$ cat src/design/cda_pkg.sv
// Shared types, constants and calendar helper functions for the calendar date adder.
package cda_pkg;

   // Field widths
   localparam int YEAR_W   = 14;
   localparam int MONTH_W  = 4;
   localparam int DAY_W    = 5;
   localparam int AMOUNT_W = 16;
   localparam int ACC_W    = 17;
   localparam int PROD_W   = 33;

   // Defaults and reset date
   localparam int                  DEFAULT_MAX_YEAR = 9999;
   localparam logic [YEAR_W-1:0]   RESET_YEAR       = 14'd2020;
   localparam logic [MONTH_W-1:0]  RESET_MONTH      = 4'd12;
   localparam logic [DAY_W-1:0]    RESET_DAY        = 5'd2;

   localparam logic [MONTH_W-1:0]  FIRST_MONTH      = 4'd1;
   localparam logic [MONTH_W-1:0]  MONTHS_PER_YEAR  = 4'd12;
   localparam logic [DAY_W-1:0]    FIRST_DAY        = 5'd1;
   localparam logic [DAY_W-1:0]    LAST_DAY         = 5'd31;

   // Divide by twelve: floor(t / 12) == (t * 43691) >> 19 for t below 2^17
   localparam logic [15:0]         RECIP12          = 16'd43691;
   localparam int                  QUOT_LSB         = 19;
   localparam int                  QUOT_W           = PROD_W - QUOT_LSB;

   // Divisibility by 25: y * inv(25) mod 2^14 falls at or below 16383 / 25
   localparam logic [YEAR_W-1:0]   INV25            = 14'd7209;
   localparam logic [YEAR_W-1:0]   DIV25_LIMIT      = 14'd655;

   typedef enum logic [1:0] {
      OP_LOAD       = 2'd0,
      OP_ADD_DAYS   = 2'd1,
      OP_ADD_MONTHS = 2'd2,
      OP_ADD_YEARS  = 2'd3
   } cda_op_type;

   typedef struct packed {
      logic [1:0]          cmd;
      logic [YEAR_W-1:0]   load_year;
      logic [MONTH_W-1:0]  load_month;
      logic [DAY_W-1:0]    load_day;
      logic [AMOUNT_W-1:0] amount;
   } cda_req_type;

   typedef struct packed {
      logic [YEAR_W-1:0]   cur_year;
      logic [MONTH_W-1:0]  cur_month;
      logic [DAY_W-1:0]    cur_day;
      logic                overflow;
   } cda_rsp_type;

   // Commands from the controller to the datapath
   typedef struct packed {
      logic capture;
      logic walk;
      logic mul;
      logic apply;
      logic load_rsp;
   } cda_ctl_type;

   // Status from the datapath to the controller
   typedef struct packed {
      logic walk_done;
   } cda_sts_type;

   function automatic logic is_leap(input logic [YEAR_W-1:0] y);
      logic [YEAR_W-1:0] p;
      logic              div25;
      p     = y * INV25;
      div25 = (p <= DIV25_LIMIT);
      return (y[1:0] == 2'b00) && (!div25 || (y[3:0] == 4'b0000));
   endfunction

   function automatic logic [DAY_W-1:0] month_days(input logic leap,
                                                   input logic [MONTH_W-1:0] m);
      logic [DAY_W-1:0] len;
      case (m) inside
         4'd2: begin
            len = leap ? 5'd29 : 5'd28;
         end
         4'd4, 4'd6, 4'd9, 4'd11: begin
            len = 5'd30;
         end
         default: begin
            len = 5'd31;
         end
      endcase
      return len;
   endfunction

endpackage

$ cat src/design/cda_datapath.sv
// Date registers, month walk, divide-by-twelve and result register.
module cda_datapath
   import cda_pkg::*;
#(
   parameter int MAX_YEAR = DEFAULT_MAX_YEAR
) (
   input  logic        clock,
   input  logic        reset,
   input  cda_ctl_type ctl,
   output cda_sts_type sts,
   input  cda_req_type req,
   output cda_rsp_type rsp
);

   localparam logic [ACC_W-1:0]  MaxAcc  = ACC_W'(MAX_YEAR);
   localparam logic [YEAR_W-1:0] MaxYear = YEAR_W'(MAX_YEAR);

   logic [YEAR_W-1:0]   year_ff,  year_in;
   logic [MONTH_W-1:0]  month_ff, month_in;
   logic [DAY_W-1:0]    day_ff,   day_in;
   logic                ovf_ff,   ovf_in;
   logic                leap_ff,  leap_in;
   logic [1:0]          cmd_ff,   cmd_in;
   logic [YEAR_W-1:0]   ly_ff,    ly_in;
   logic [MONTH_W-1:0]  lm_ff,    lm_in;
   logic [DAY_W-1:0]    ld_ff,    ld_in;
   logic [ACC_W-1:0]    acc_ff,   acc_in;
   logic [PROD_W-1:0]   prod_ff,  prod_in;
   cda_rsp_type         rsp_ff,   rsp_in;

   logic [DAY_W-1:0]    month_len;
   logic                fits;
   logic                last_month;
   logic                walk_sat;
   logic [ACC_W-1:0]    year_inc;
   logic [QUOT_W-1:0]   quot;
   logic [ACC_W-1:0]    quot12;
   logic [ACC_W-1:0]    rmd;
   logic [ACC_W-1:0]    month_year;
   logic [MONTH_W-1:0]  lm_clamp;
   logic [DAY_W-1:0]    ld_clamp;

   assign month_len  = month_days(leap_ff, month_ff);
   assign fits       = (acc_ff <= {{(ACC_W-DAY_W){1'b0}}, month_len});
   assign last_month = (month_ff >= MONTHS_PER_YEAR);
   assign year_inc   = {{(ACC_W-YEAR_W){1'b0}}, year_ff} + ACC_W'(1);
   assign walk_sat   = (year_inc > MaxAcc);
   assign sts.walk_done = fits || (last_month && walk_sat);

   assign quot       = prod_ff[PROD_W-1:QUOT_LSB];
   assign quot12     = ACC_W'({quot, 3'b000}) + ACC_W'({quot, 2'b00});
   assign rmd        = acc_ff - quot12;
   assign month_year = {{(ACC_W-YEAR_W){1'b0}}, year_ff} + ACC_W'(quot);

   assign lm_clamp = (lm_ff == 4'd0)            ? FIRST_MONTH :
                     (lm_ff > MONTHS_PER_YEAR)  ? MONTHS_PER_YEAR : lm_ff;
   assign ld_clamp = (ld_ff == 5'd0) ? FIRST_DAY : ld_ff;

   always_comb begin
      year_in  = year_ff;
      month_in = month_ff;
      day_in   = day_ff;
      ovf_in   = ovf_ff;
      cmd_in   = cmd_ff;
      ly_in    = ly_ff;
      lm_in    = lm_ff;
      ld_in    = ld_ff;
      acc_in   = acc_ff;
      prod_in  = prod_ff;
      rsp_in   = rsp_ff;
      leap_in  = is_leap(year_ff);

      if (ctl.capture) begin
         ovf_in = 1'b0;
         cmd_in = req.cmd;
         ly_in  = req.load_year;
         lm_in  = req.load_month;
         ld_in  = req.load_day;
         case (req.cmd)
            OP_ADD_DAYS: begin
               acc_in = {{(ACC_W-DAY_W){1'b0}}, day_ff} + {1'b0, req.amount};
            end
            OP_ADD_MONTHS: begin
               acc_in = {{(ACC_W-MONTH_W){1'b0}}, month_ff} - ACC_W'(1)
                        + {1'b0, req.amount};
            end
            default: begin
               acc_in = {{(ACC_W-YEAR_W){1'b0}}, year_ff} + {1'b0, req.amount};
            end
         endcase
      end

      if (ctl.mul) begin
         prod_in = acc_ff * RECIP12;
      end

      if (ctl.walk) begin
         if (fits) begin
            day_in = acc_ff[DAY_W-1:0];
         end else begin
            acc_in = acc_ff - {{(ACC_W-DAY_W){1'b0}}, month_len};
            if (last_month) begin
               if (walk_sat) begin
                  year_in  = MaxYear;
                  month_in = MONTHS_PER_YEAR;
                  day_in   = LAST_DAY;
                  ovf_in   = 1'b1;
               end else begin
                  year_in  = year_inc[YEAR_W-1:0];
                  month_in = FIRST_MONTH;
               end
            end else begin
               month_in = month_ff + 4'd1;
            end
         end
      end

      if (ctl.apply) begin
         unique case (cmd_ff)
            OP_LOAD: begin
               month_in = lm_clamp;
               day_in   = ld_clamp;
               if (ly_ff > MaxYear) begin
                  year_in = MaxYear;
                  ovf_in  = 1'b1;
               end else begin
                  year_in = ly_ff;
               end
            end
            OP_ADD_MONTHS: begin
               if (month_year > MaxAcc) begin
                  year_in  = MaxYear;
                  month_in = MONTHS_PER_YEAR;
                  day_in   = LAST_DAY;
                  ovf_in   = 1'b1;
               end else begin
                  year_in  = month_year[YEAR_W-1:0];
                  month_in = rmd[MONTH_W-1:0] + 4'd1;
               end
            end
            OP_ADD_YEARS: begin
               if (acc_ff > MaxAcc) begin
                  year_in  = MaxYear;
                  month_in = MONTHS_PER_YEAR;
                  day_in   = LAST_DAY;
                  ovf_in   = 1'b1;
               end else begin
                  year_in = acc_ff[YEAR_W-1:0];
               end
            end
            OP_ADD_DAYS: begin
               year_in = year_ff;
            end
         endcase
      end

      if (ctl.load_rsp) begin
         rsp_in.cur_year  = year_ff;
         rsp_in.cur_month = month_ff;
         rsp_in.cur_day   = day_ff;
         rsp_in.overflow  = ovf_ff;
      end
   end

   always_ff @(posedge clock) begin
      if (reset) begin
         year_ff  <= RESET_YEAR;
         month_ff <= RESET_MONTH;
         day_ff   <= RESET_DAY;
         ovf_ff   <= 1'b0;
         leap_ff  <= is_leap(RESET_YEAR);
      end else begin
         year_ff  <= year_in;
         month_ff <= month_in;
         day_ff   <= day_in;
         ovf_ff   <= ovf_in;
         leap_ff  <= leap_in;
      end
   end

   always_ff @(posedge clock) begin
      cmd_ff  <= cmd_in;
      ly_ff   <= ly_in;
      lm_ff   <= lm_in;
      ld_ff   <= ld_in;
      acc_ff  <= acc_in;
      prod_ff <= prod_in;
      rsp_ff  <= rsp_in;
   end

   assign rsp = rsp_ff;

endmodule

$ cat src/design/cda_ctrl.sv
// Command sequencer and result-valid flag for the calendar date adder.
module cda_ctrl
   import cda_pkg::*;
(
   input  logic        clock,
   input  logic        reset,
   input  logic        req_valid,
   input  logic [1:0]  req_cmd,
   output logic        req_ready,
   output logic        rsp_valid,
   input  logic        rsp_ready,
   output cda_ctl_type ctl,
   input  cda_sts_type sts
);

   typedef enum logic [4:0] {
      ST_IDLE  = 5'b00001,
      ST_WALK  = 5'b00010,
      ST_MUL   = 5'b00100,
      ST_APPLY = 5'b01000,
      ST_DONE  = 5'b10000
   } cda_state_type;

   cda_state_type state_ff, state_in;
   logic          rsp_valid_ff, rsp_valid_in;
   logic          slot_free;

   assign req_ready = (state_ff == ST_IDLE);
   assign rsp_valid = rsp_valid_ff;
   assign slot_free = !rsp_valid_ff || rsp_ready;

   always_comb begin
      state_in     = state_ff;
      rsp_valid_in = rsp_valid_ff && !rsp_ready;
      ctl          = '0;
      unique case (state_ff)
         ST_IDLE: begin
            if (req_valid) begin
               ctl.capture = 1'b1;
               unique case (req_cmd) inside
                  OP_ADD_DAYS: begin
                     state_in = ST_WALK;
                  end
                  OP_ADD_MONTHS: begin
                     state_in = ST_MUL;
                  end
                  OP_LOAD, OP_ADD_YEARS: begin
                     state_in = ST_APPLY;
                  end
               endcase
            end
         end
         ST_WALK: begin
            ctl.walk = 1'b1;
            if (sts.walk_done) begin
               state_in = ST_DONE;
            end
         end
         ST_MUL: begin
            ctl.mul  = 1'b1;
            state_in = ST_APPLY;
         end
         ST_APPLY: begin
            ctl.apply = 1'b1;
            state_in  = ST_DONE;
         end
         ST_DONE: begin
            if (slot_free) begin
               ctl.load_rsp = 1'b1;
               rsp_valid_in = 1'b1;
               state_in     = ST_IDLE;
            end
         end
         default: begin
            state_in = ST_IDLE;
         end
      endcase
   end

   always_ff @(posedge clock) begin
      if (reset) begin
         state_ff     <= ST_IDLE;
         rsp_valid_ff <= 1'b0;
      end else begin
         state_ff     <= state_in;
         rsp_valid_ff <= rsp_valid_in;
      end
   end

endmodule

$ cat src/design/calendar_date_adder.sv
// Sequence from accept to result valid: load and add-years go through apply and done,
// add-months through multiply, apply and done, add-days through the month walk and done.
// Flow: one command in flight; the next transfer can be taken the cycle after the result
// is registered, so add-days sets the rate through its one-month-per-cycle walk.
// Reset: synchronous, active high; date returns to 2020-12-02 and the result slot empties.
// Top level of the calendar date adder: sequencer plus date datapath.
module calendar_date_adder
   import cda_pkg::*;
#(
   parameter int MAX_YEAR = DEFAULT_MAX_YEAR
) (
   input  logic        clock,
   input  logic        reset,
   input  logic        req_valid,
   output logic        req_ready,
   input  cda_req_type req_data,
   output logic        rsp_valid,
   input  logic        rsp_ready,
   output cda_rsp_type rsp_data
);

   // Command bundle from the sequencer and walk status back from the datapath
   cda_ctl_type ctl;
   cda_sts_type sts;

   // Sequencer: capture a transfer, then walk months, divide then apply, or apply in one step,
   // and finally park the date in the result register once the slot is free.
   cda_ctrl u_ctrl (
      .clock     (clock),
      .reset     (reset),
      .req_valid (req_valid),
      .req_cmd   (req_data.cmd),
      .req_ready (req_ready),
      .rsp_valid (rsp_valid),
      .rsp_ready (rsp_ready),
      .ctl       (ctl),
      .sts       (sts)
   );

   // Datapath: the date registers, the month walker, the divide-by-twelve multiplier
   // and the result register that holds the reported date while the next command runs.
   cda_datapath #(
      .MAX_YEAR (MAX_YEAR)
   ) u_datapath (
      .clock (clock),
      .reset (reset),
      .ctl   (ctl),
      .sts   (sts),
      .req   (req_data),
      .rsp   (rsp_data)
   );

   // Hold off new transfers while a command is being worked.
   a_busy_after_accept: assert property (@(posedge clock) disable iff (reset)
      (req_valid && req_ready) |=> !req_ready)
      else $error("input accepted while a command is still in progress");

   // Loading the result register must raise result valid.
   a_rsp_after_load: assert property (@(posedge clock) disable iff (reset)
      ctl.load_rsp |=> rsp_valid)
      else $error("result loaded but not presented");

   // Advance the walk until the datapath reports the walk done.
   a_walk_continues: assert property (@(posedge clock) disable iff (reset)
      (ctl.walk && !sts.walk_done) |=> ctl.walk)
      else $error("month walk dropped before completion");

   // Reported month stays within one to twelve and the reported day is never zero.
   a_rsp_range: assert property (@(posedge clock) disable iff (reset)
      rsp_valid |-> (rsp_data.cur_month >= FIRST_MONTH) &&
                    (rsp_data.cur_month <= MONTHS_PER_YEAR) &&
                    (rsp_data.cur_day >= FIRST_DAY))
      else $error("result month or day out of range");

   // Overflow always leaves the year pinned at the limit.
   a_ovf_year: assert property (@(posedge clock) disable iff (reset)
      (rsp_valid && rsp_data.overflow) |-> (rsp_data.cur_year == YEAR_W'(MAX_YEAR)))
      else $error("overflow reported without saturated year");

endmodule

$ cat config.mk
export PLATFORM = sky130hd
export DESIGN_NAME = calendar_date_adder
export DESIGN_NICKNAME = d
export VERILOG_FILES = /design/src/design/cda_pkg.sv /design/src/design/cda_datapath.sv /design/src/design/cda_ctrl.sv /design/src/design/calendar_date_adder.sv
export SDC_FILE = /design/constraint.sdc
export NUM_CORES = 1
export LEC_CHECK = 0
export BUFFER_PORTS_ARGS = -buffer_cell sky130_fd_sc_hd__buf_2
export CORE_MARGIN = 10
export CORE_UTILIZATION = 35
export DETAILED_ROUTE_END_ITERATION = 10
export GPL_TIMING_DRIVEN = 0
export HOLD_SLACK_MARGIN = 0.12
export PLACE_DENSITY = 0.53
export SETUP_SLACK_MARGIN = 0.5
export SKIP_LAST_GASP = 1
export SLEW_MARGIN = 0
export SYNTH_ARGS = -nofsm -noshare
export SYNTH_HDL_FRONTEND = slang
export SYNTH_HIERARCHICAL = 1
export SYNTH_SLANG_ARGS = --single-unit
$ cat constraint.sdc
create_clock -name clock -period 8.1 [get_ports clock]
set_input_delay 1.62 -clock clock [delete_from_list [all_inputs] [get_ports clock]]
set_output_delay 1.62 -clock clock [all_outputs]
set_load 0.02 [all_outputs]
==> out/metrics.cfg, run 1 <==
[outcome]
status = completed

[synthesis]
yosys_warnings = 6
synth_nets = 1780
ys_async_sr_fraction_pct = 0
synth_seq_cells = 111
avgSynthCellArea_um2 = 9.12
synth_cells = 1419
synth_top_area_cell = ha_1
synth-seq-area-share_pct = 22.0
synthDistinctLibCells = 81
synthesis.area_um2 = 12900
ys.flop_type = edfxtp_1
synth_top_cell_area_share_pct = 20.8
synthTopCellsByArea = ha_1 (21%), fa_1 (16%), edfxtp_1 (15%)
synth_edf_count = 63

[critical_path]
crit_type = flop to flop
cp-start-kind = flop
setup.worst_path.end_class = flop
worst-path-max-fanout = 11
reg2reg_depth = 21
crit_arrival_ns = 6.80
cp.required_ns = 8.22

[detailed_routing]
routed_via_density = 5.31
wl_per_cell_um = 19.0
ant_nets = 0
drc = 0
vias = 10488
firstDrtPassIters = 5
drt_iter0_drc = 751
wirelength_um = 37500

[clock_tree]
postCtsHoldBufs = 0
clock_path_buffers = 2
clk_latency_ns = 0.37
cts_setup_buffers = 0
cts_sinks = 111
h-tree-depth = 3
cts_tree = done
clkTransAtPathRegs_ns = 0.09
ctsRootBufferMaster = clkbuf_16
cts.repair.resized = 0
cts_made_buffers = 9

[final_layout]
n_antenna_cell = 0
nets = 1863
fillCellCount = 3721
syn_to_final_growth_pct = 10.1
layout.cells.most_common = inv_1
drive_above_1_share_pct = 8.16
final_cell_mix = inv_1 (249), ha_1 (215), nand2_1 (104)

[place]
dpl.hpwl_um = 31000
portBuffers = 70
gp_congestion = 0.944
dp_slack_ns = 1.45

[hold_path]
hold_class = flop to flop
worstHoldPathCells = 0

[timing]
rsz0062_at_grt = no
clock_skew_ns = 0.0136
drv_slew = 0
max_freq_mhz = 150
fin_ws_ns = 1.42
fin_crit_sh_pct = 82.4
max_slew_margin_pct = 44.8
finalSetupViolCount = 0
tightest_slew_ns = 0.821
min_period_ns = 6.68
setup_tns_ns = 0
final_hold_viol_count = 0

[floorplan]
core_region_area_um2 = 36500
fp-row-count = 70
boundaryPins = 71
initial_core_util_pct = 35.4
dieArea_um2 = 45100
fp.dieH_um = 212
die_x_um = 212

[global_routing]
antenna_found_initial = 0
grt_pass1_wl_um = 59600
grt_pass1_vias = 10765
track_usage_pct = 16.9
grt_max_degree = 27
overflow = 0

[run]
maxCapViolCount = 0

stage by stage:
step           cell area [um2]  utilization (%)  hold WS (ns)  instances
4_1_cts                  14200             39.0         0.483       1975
3_3_place_gp             13900             38.0         0.471       1957
6_report                 14200             39.0         0.486       1975
2_1_floorplan            12900                -         0.408       1419
5_1_grt                  14200             39.0         0.501       1975
3_5_place_dp             13900             38.1         0.461       1959
flip-flops by register name (all words and copies together) (netlist names), 5 cells and up:
register,cells
u_ctrl/state_ff,5
u_datapath/acc_ff,17
u_datapath/day_ff,5
u_datapath/ld_ff,5
u_datapath/ly_ff,14
u_datapath/prod_ff,14
u_datapath/rsp,24
u_datapath/year_ff,14
cells by family after synthesis:
family	count (synthesis)	synth area share, %
compound gates	292	15.5
xor+xnor	66	4.47
fa+ha+maj	316	36.4
buf+inv	292	8.66
flops	111	22.0
mux	8	0.619
simple gates	334	12.3
final cells by class:
cell class / instances / area (um2) / share of cell area (%)
Buffer: 43 / 186 / 1.31
Clock buffer: 9 / 225 / 1.58
Clock inverter: 7 / 103 / 0.720
Inverter: 249 / 935 / 6.56
Multi-Input combinational cell: 1016 / 8970 / 63.0
Sequential cell: 111 / 2850 / 20.0
Tap cell: 468 / 586 / 4.11
Timing Repair Buffer: 72 / 385 / 2.71
worst max-delay path, stage by stage (launching register included):
cell and delay (ns):
dfxtp_1 0.77, ha_1 0.40, xor2_1 0.21, ha_1 0.21, a21oi_1 0.29, fa_1 0.50, inv_1 0.10, fa_1 0.42
fa_1 0.55, inv_1 0.05, fa_1 0.54, inv_1 0.04, ha_1 0.33, a21oi_1 0.18, o21ai_0 0.16, nor4_1 0.50
a211oi_1 0.26, o31a_1 0.39, o21ai_0 0.17, nand2b_1 0.11, a21oi_1 0.18, xnor2_1 0.07
worst paths after layout:
kind / end / slack (ns) / startpoint
setup / recovery: u_datapath/prod_ff[32] / 1.42 / u_datapath/acc_ff[1]
setup reg to reg: u_datapath/prod_ff[32] / 1.42 / u_datapath/acc_ff[1]
hold reg to reg: u_datapath/rsp[9] / 0.49 / u_datapath/month_ff[3]
hold / removal: u_datapath/rsp[9] / 0.49 / u_datapath/month_ff[3]
synth_stat cells (4+ instances only):
master	n
a211oi_1	15
a21o_1	15
a21oi_1	76
a221oi_1	15
a22oi_1	5
a31oi_1	10
a41oi_1	5
and2_1	4
and3_1	7
buf_2	11
clkbuf_1	29
dfxtp_1	48
edfxtp_1	63
fa_1	101
ha_1	215
inv_1	249
mux2i_1	8
nand2_1	104
nand2b_1	9
nand3_1	20
nand4_1	19
nor2_1	85
nor2b_1	8
nor3_1	37
nor3b_1	4
nor4_1	10
o2111ai_1	4
o211ai_1	8
o21a_1	8
o21ai_0	50
o21bai_1	4
o221ai_1	7
o22ai_1	5
o31a_1	4
o31ai_1	13
or3_1	6
xnor2_1	40
xor2_1	26
routing by layer:
| layer | vias up | part of all wire [%] | track usage [%] |
|---|---|---|---|
| li1 | 5106 | - | - |
| met1 | 5045 | 45 | 22.1 |
| met2 | 294 | 47 | 28.6 |
| met3 | 43 | 5.2 | 1.91 |
| met4 | 0 | 2.5 | 5.39 |
| met5 | - | 0 | 0 |
Power of run 1 is left out: the tool's default activity adds up to more than one toggle a clock period on the data nets, which glitch-free logic cannot reach.
==> run 2: changes to the inputs <==
clock period = 6.9 ns   (was 8.1 ns; I/O delays follow)
==> out/metrics.cfg, run 2 (synthesis gave the netlist of run 1 again) <==
[clock_tree]
cts_sinks = 111  ; unchanged
clkTransAtPathRegs_ns = 0.09  ; about the same
cts_tree = done
h-tree-depth = 3  ; unchanged
cts_made_buffers = 9  ; unchanged
clock_path_buffers = 2  ; unchanged
ctsRootBufferMaster = clkbuf_16
clk_latency_ns = 0.37  ; about the same

[detailed_routing]
wl_per_cell_um = 19.0  ; about the same
drt_iter0_drc = 656  ; -13%
drc = 0  ; unchanged
routed_via_density = 5.32  ; +0.24%
wirelength_um = 37500  ; about the same
firstDrtPassIters = 5  ; unchanged
vias = 10519  ; +0.30%
ant_nets = 0  ; unchanged

[critical_path]
r2r_end = u_datapath/prod_ff[32]
cp-start-kind = flop
cp.required_ns = 7.02  ; -1.20 ns
crit_arrival_ns = 6.23  ; -0.57 ns
r2r_slack_ns = 0.79  ; -0.63 ns
crit_type = flop to flop
reg2reg_depth = 21  ; unchanged
setup.worst_path.end_class = flop
worst-path-max-fanout = 6  ; -5
r2r-start = u_datapath/acc_ff[2]

[timing]
whs_ns = 0.487  ; +0.00124 ns
finalSetupViolCount = 0  ; unchanged
drv_slew = 0  ; unchanged
tightest_slew_ns = 0.902  ; +0.0809 ns
clock_skew_ns = 0.0138  ; +0.000182 ns
setup_tns_ns = 0  ; unchanged
rsz0062_at_grt = no
fin_crit_sh_pct = 88.6  ; +6.1 points
final_hold_viol_count = 0  ; unchanged
min_period_ns = 6.11  ; -0.566 ns
max_freq_mhz = 164  ; +9.3%
max_slew_margin_pct = 39.3  ; -5.4 points

[place]
postPlaceCellArea_um2 = 13900  ; unchanged
dp.cells = 1959  ; unchanged
portBuffers = 70  ; unchanged
gp_congestion = 0.944  ; unchanged
dpl.hpwl_um = 31000  ; unchanged

[hold_path]
worstHoldPathCells = 0  ; unchanged
hold_class = flop to flop
min_from = u_datapath/month_ff[3]
min_delay_worst_endpoint = u_datapath/rsp[9]

[global_routing]
antenna_found_initial = 0  ; unchanged
grt_max_degree = 27  ; unchanged
grt_pass1_vias = 10768  ; +0.028%
grt_pass1_wl_um = 59600  ; about the same
overflow = 0  ; unchanged
track_usage_pct = 16.9  ; about the same

[final_layout]
fillCellCount = 3718  ; -0.081%
nets = 1864  ; +0.054%
layout.cells.most_common = inv_1
multi_input_area_um2 = 8990  ; +0.18%
fin_area_um2 = 14300  ; +0.26%
final_cell_mix = inv_1 (249), ha_1 (215), nand2_1 (104)
largest_register_ffs = 24  ; unchanged
fin_cells = 1976  ; +0.051%
drive_above_1_share_pct = 8.89  ; +0.72 points
syn_to_final_growth_pct = 10.4
n_antenna_cell = 0  ; unchanged
regArea_um2 = 2870  ; +0.48%

[outcome]
status = completed

[floorplan]
boundaryPins = 71  ; unchanged
fp.dieH_um = 212  ; unchanged
fp-row-count = 70  ; unchanged
dieArea_um2 = 45100  ; unchanged
die_x_um = 212  ; unchanged
core_region_area_um2 = 36500  ; unchanged
initial_core_util_pct = 35.4  ; unchanged

[run]
maxCapViolCount = 0  ; unchanged

[run 2: cell count changes in the layout (fill, tap and decap cells not counted), sizes merged]
cell / previous run / this run
buf: 86 / 87
[run 2: worst max path at each step]
stage | cells after the start | slack, ns | end | startpoint
6_report | 21 | 0.79 | u_datapath/prod_ff[32] | u_datapath/acc_ff[2]
5_1_grt | 22 | 0.50 | u_datapath/prod_ff[32] | u_datapath/acc_ff[3]
3_5_place_dp | 21 | 0.25 | u_datapath/prod_ff[32] | u_datapath/acc_ff[1]
2_1_floorplan | 20 | 1.19 | u_datapath/prod_ff[32] | u_datapath/acc_ff[6]
4_1_cts | 20 | 0.55 | u_datapath/prod_ff[32] | u_datapath/acc_ff[9]
3_3_place_gp | 21 | 0.24 | u_datapath/prod_ff[32] | u_datapath/acc_ff[1]
[run 2: what timing repair did]
item | CTS | global route
endpoints found under the setup margin | 4 | 5
cloned | 0 | 0
hold buffers | 0 | 0
gates resized for setup | 4 | 9
pin swaps | 0 | 1
hold endpoints to repair | 0 | 0
buffers inserted | 0 | 1
[run 2: critical path, cell delays in order, from the launching register on]
cell      delay (ns)
dfxtp_1         0.51
ha_1            0.36
fa_1            0.57
inv_1           0.07
fa_1            0.52
inv_1           0.06
fa_1            0.50
fa_1            0.54
inv_1           0.05
fa_1            0.54
inv_1           0.04
ha_1            0.34
a21oi_1         0.18
o21ai_1         0.14
nor4_2          0.23
buf_4           0.17
a211oi_2        0.11
o31a_1          0.37
o21ai_0         0.17
nand2b_1        0.11
a21oi_1         0.18
xnor2_1         0.07
[run 2: area by class of cell]
| class | count | area share [%] |
|---|---|---|
| Sequential cell | 111 | 20.1 |
| Clock buffer | 9 | 1.58 |
| Timing Repair Buffer | 73 | 2.75 |
| Multi-Input combinational cell | 1016 | 62.9 |
| Inverter | 249 | 6.54 |
| Buffer | 43 | 1.31 |
| Tap cell | 468 | 4.10 |
| Clock inverter | 7 | 0.718 |
[run 2: stage by stage]
stage / setup WS [ns] / utilization, %
after floorplan: 1.19 / -
after global placement: 0.241 / 38.0
after detailed placement: 0.248 / 38.1
after CTS: 0.554 / 39.0
after global routing: 0.499 / 39.1
final: 0.789 / 39.1
[run 2: per-layer routing]
layer	wire, um	vias to the layer above	track usage (%)
met3	1710	44	1.91
met5	0	-	0
met4	924	0	5.39
li1	-	5110	-
met2	17800	263	28.6
met1	17000	5102	22.1
Power of run 2 is left out for the same reason.
==> run 3: changes to the inputs <==
PLACE_DENSITY = 0.47   (was 0.53)
==> out/metrics.cfg, run 3 (synthesis gave the netlist of run 1 again) <==
[floorplan]
fp.dieH_um = 212  ; unchanged
fp-row-count = 70  ; unchanged
die_x_um = 212  ; unchanged
boundaryPins = 71  ; unchanged
dieArea_um2 = 45100  ; unchanged
initial_core_util_pct = 35.4  ; unchanged
core_region_area_um2 = 36500  ; unchanged

[detailed_routing]
firstDrtPassIters = 8  ; +3
drt_iter0_drc = 637  ; -2.9%
wl_per_cell_um = 19.7  ; +4.0%
wirelength_um = 38900  ; +4.0%
drc = 0  ; unchanged
ant_nets = 0  ; unchanged
routed_via_density = 5.28  ; -0.80%
vias = 10430  ; -0.85%

[final_layout]
drive_above_1_share_pct = 8.89  ; about the same
syn_to_final_growth_pct = 10.1
fillCellCount = 3753  ; +0.94%
largest_register_ffs = 24  ; unchanged
n_antenna_cell = 0  ; unchanged
nets = 1863  ; -0.054%
layout.cells.most_common = inv_1
final_cell_mix = inv_1 (249), ha_1 (215), nand2_1 (104)

[timing]
max_freq_mhz = 163  ; -0.65%
final_hold_viol_count = 0  ; unchanged
clock_skew_ns = 0.0146  ; +0.000813 ns
fin_crit_sh_pct = 89.2  ; +0.58 points
max_slew_margin_pct = 36.9  ; -2.5 points
min_period_ns = 6.15  ; +0.0401 ns
finalSetupViolCount = 0  ; unchanged
tightest_slew_ns = 0.946  ; +0.0440 ns
drv_slew = 0  ; unchanged
setup_tns_ns = 0  ; unchanged
whs_ns = 0.455  ; -0.0317 ns
rsz0062_at_grt = no

[critical_path]
crit_top_cell = fa_1
crit_path_top_delay_cell = dfxtp_2
critPathMaxStageDelay_ns = 0.58  ; about the same
reg2reg_depth = 22  ; +4.8%
crit_chain = ha_1 > xor2_2 > ha_1 > a21oi_1 > fa_1 > inv_1 > fa_1 > fa_1 > inv_1 > fa_1 > inv_1 > ha_1 > a21oi_1 > o21ai_1 > nor4_2 > buf_4 > a211oi_2 > o31a_1 > o21ai_0 > nand2b_1 > a21oi_1 > xnor2_1
setup.worst_path.end_class = flop
crit_type = flop to flop
crit_arrival_ns = 6.28  ; +0.05 ns
worst-path-max-fanout = 11  ; +5
cp.required_ns = 7.03  ; about the same
cp-start-kind = flop

[clock_tree]
postCtsHoldBufs = 0  ; unchanged
clk_latency_ns = 0.38  ; about the same
cts_made_buffers = 9  ; unchanged
cts_sinks = 111  ; unchanged
h-tree-depth = 3  ; unchanged
ctsRootBufferMaster = clkbuf_16
clock_path_buffers = 2  ; unchanged
clkTransAtPathRegs_ns = 0.09  ; about the same
cts_tree = done

[global_routing]
grt_pass1_wl_um = 60600  ; +1.7%
gr-usage-met3_pct = 1.61  ; -0.31 points
grt_max_degree = 27  ; unchanged
grt_use_met1_pct = 22.9  ; +0.74 points
top_usage_layer = met2
track_usage_pct = 17.5  ; +0.59 points
overflow = 0  ; unchanged
grt_pass1_vias = 10497  ; -2.5%
antenna_found_initial = 0  ; unchanged
use_met2_pct = 30.6  ; +2.0 points

[outcome]
status = completed

[hold_path]
worstHoldPathCells = 0  ; unchanged
hold_class = flop to flop

[place]
portBuffers = 70  ; unchanged
dpl.hpwl_um = 32000  ; +3.1%
gp_congestion = 0.909  ; -3.7%

[run]
maxCapViolCount = 0  ; unchanged

-- run 3: area by class of cell --
class	count	area [um2]	share of cell area, %
Clock inverter	7	73.8	0.518
Clock buffer	9	225	1.58
Buffer	43	186	1.31
Inverter	249	935	6.56
Sequential cell	111	2860	20.1
Multi-Input combinational cell	1016	9000	63.1
Tap cell	468	586	4.11
Timing Repair Buffer	72	385	2.70
-- run 3: per-layer routing --
| layer | wire [um] | vias to the layer above |
|---|---|---|
| met3 | 1450 | 35 |
| met2 | 19300 | 230 |
| met1 | 17500 | 5062 |
| met5 | 0 | - |
| li1 | - | 5103 |
| met4 | 624 | 0 |
-- run 3: through the flow --
step           instance area (um2)  worst slack [ns]  util [%]  cells
2_1_floorplan                12900              1.19         -   1419
3_3_place_gp                 13900             0.113      38.0   1957
3_5_place_dp                 13900             0.184      38.1   1958
4_1_cts                      14200             0.509      38.9   1974
5_1_grt                      14300             0.499      39.0   1975
6_report                     14300             0.748      39.0   1975
-- run 3: worst paths after layout --
path / slack, ns / from / to
worst min-delay path: 0.46 / u_datapath/ovf_ff / u_datapath/rsp[0]
worst max register to register: 0.75 / u_datapath/acc_ff[1] / u_datapath/prod_ff[32]
worst max-delay path: 0.75 / u_datapath/acc_ff[1] / u_datapath/prod_ff[32]
worst min register to register: 0.46 / u_datapath/ovf_ff / u_datapath/rsp[0]
-- run 3: what timing repair did --
| action | CTS | global route |
|---|---|---|
| setup buffers | 0 | 1 |
| setup endpoints to repair | 5 | 5 |
| gates resized for setup | 4 | 7 |
| pin swaps | 0 | 1 |
-- run 3: worst max-delay path: cells and delay by family (launching register included) --
| family | cells | cell delay [ns] |
|---|---|---|
| AO/OA/AOI/OAI | 7 | 1.43 |
| XOR/XNOR | 2 | 0.29 |
| adder cells (fa/ha/maj) | 7 | 2.88 |
| buffers and inverters | 4 | 0.36 |
| flip-flops | 1 | 0.58 |
| AND/OR/NAND/NOR | 2 | 0.35 |
Power of run 3 is left out for the same reason.
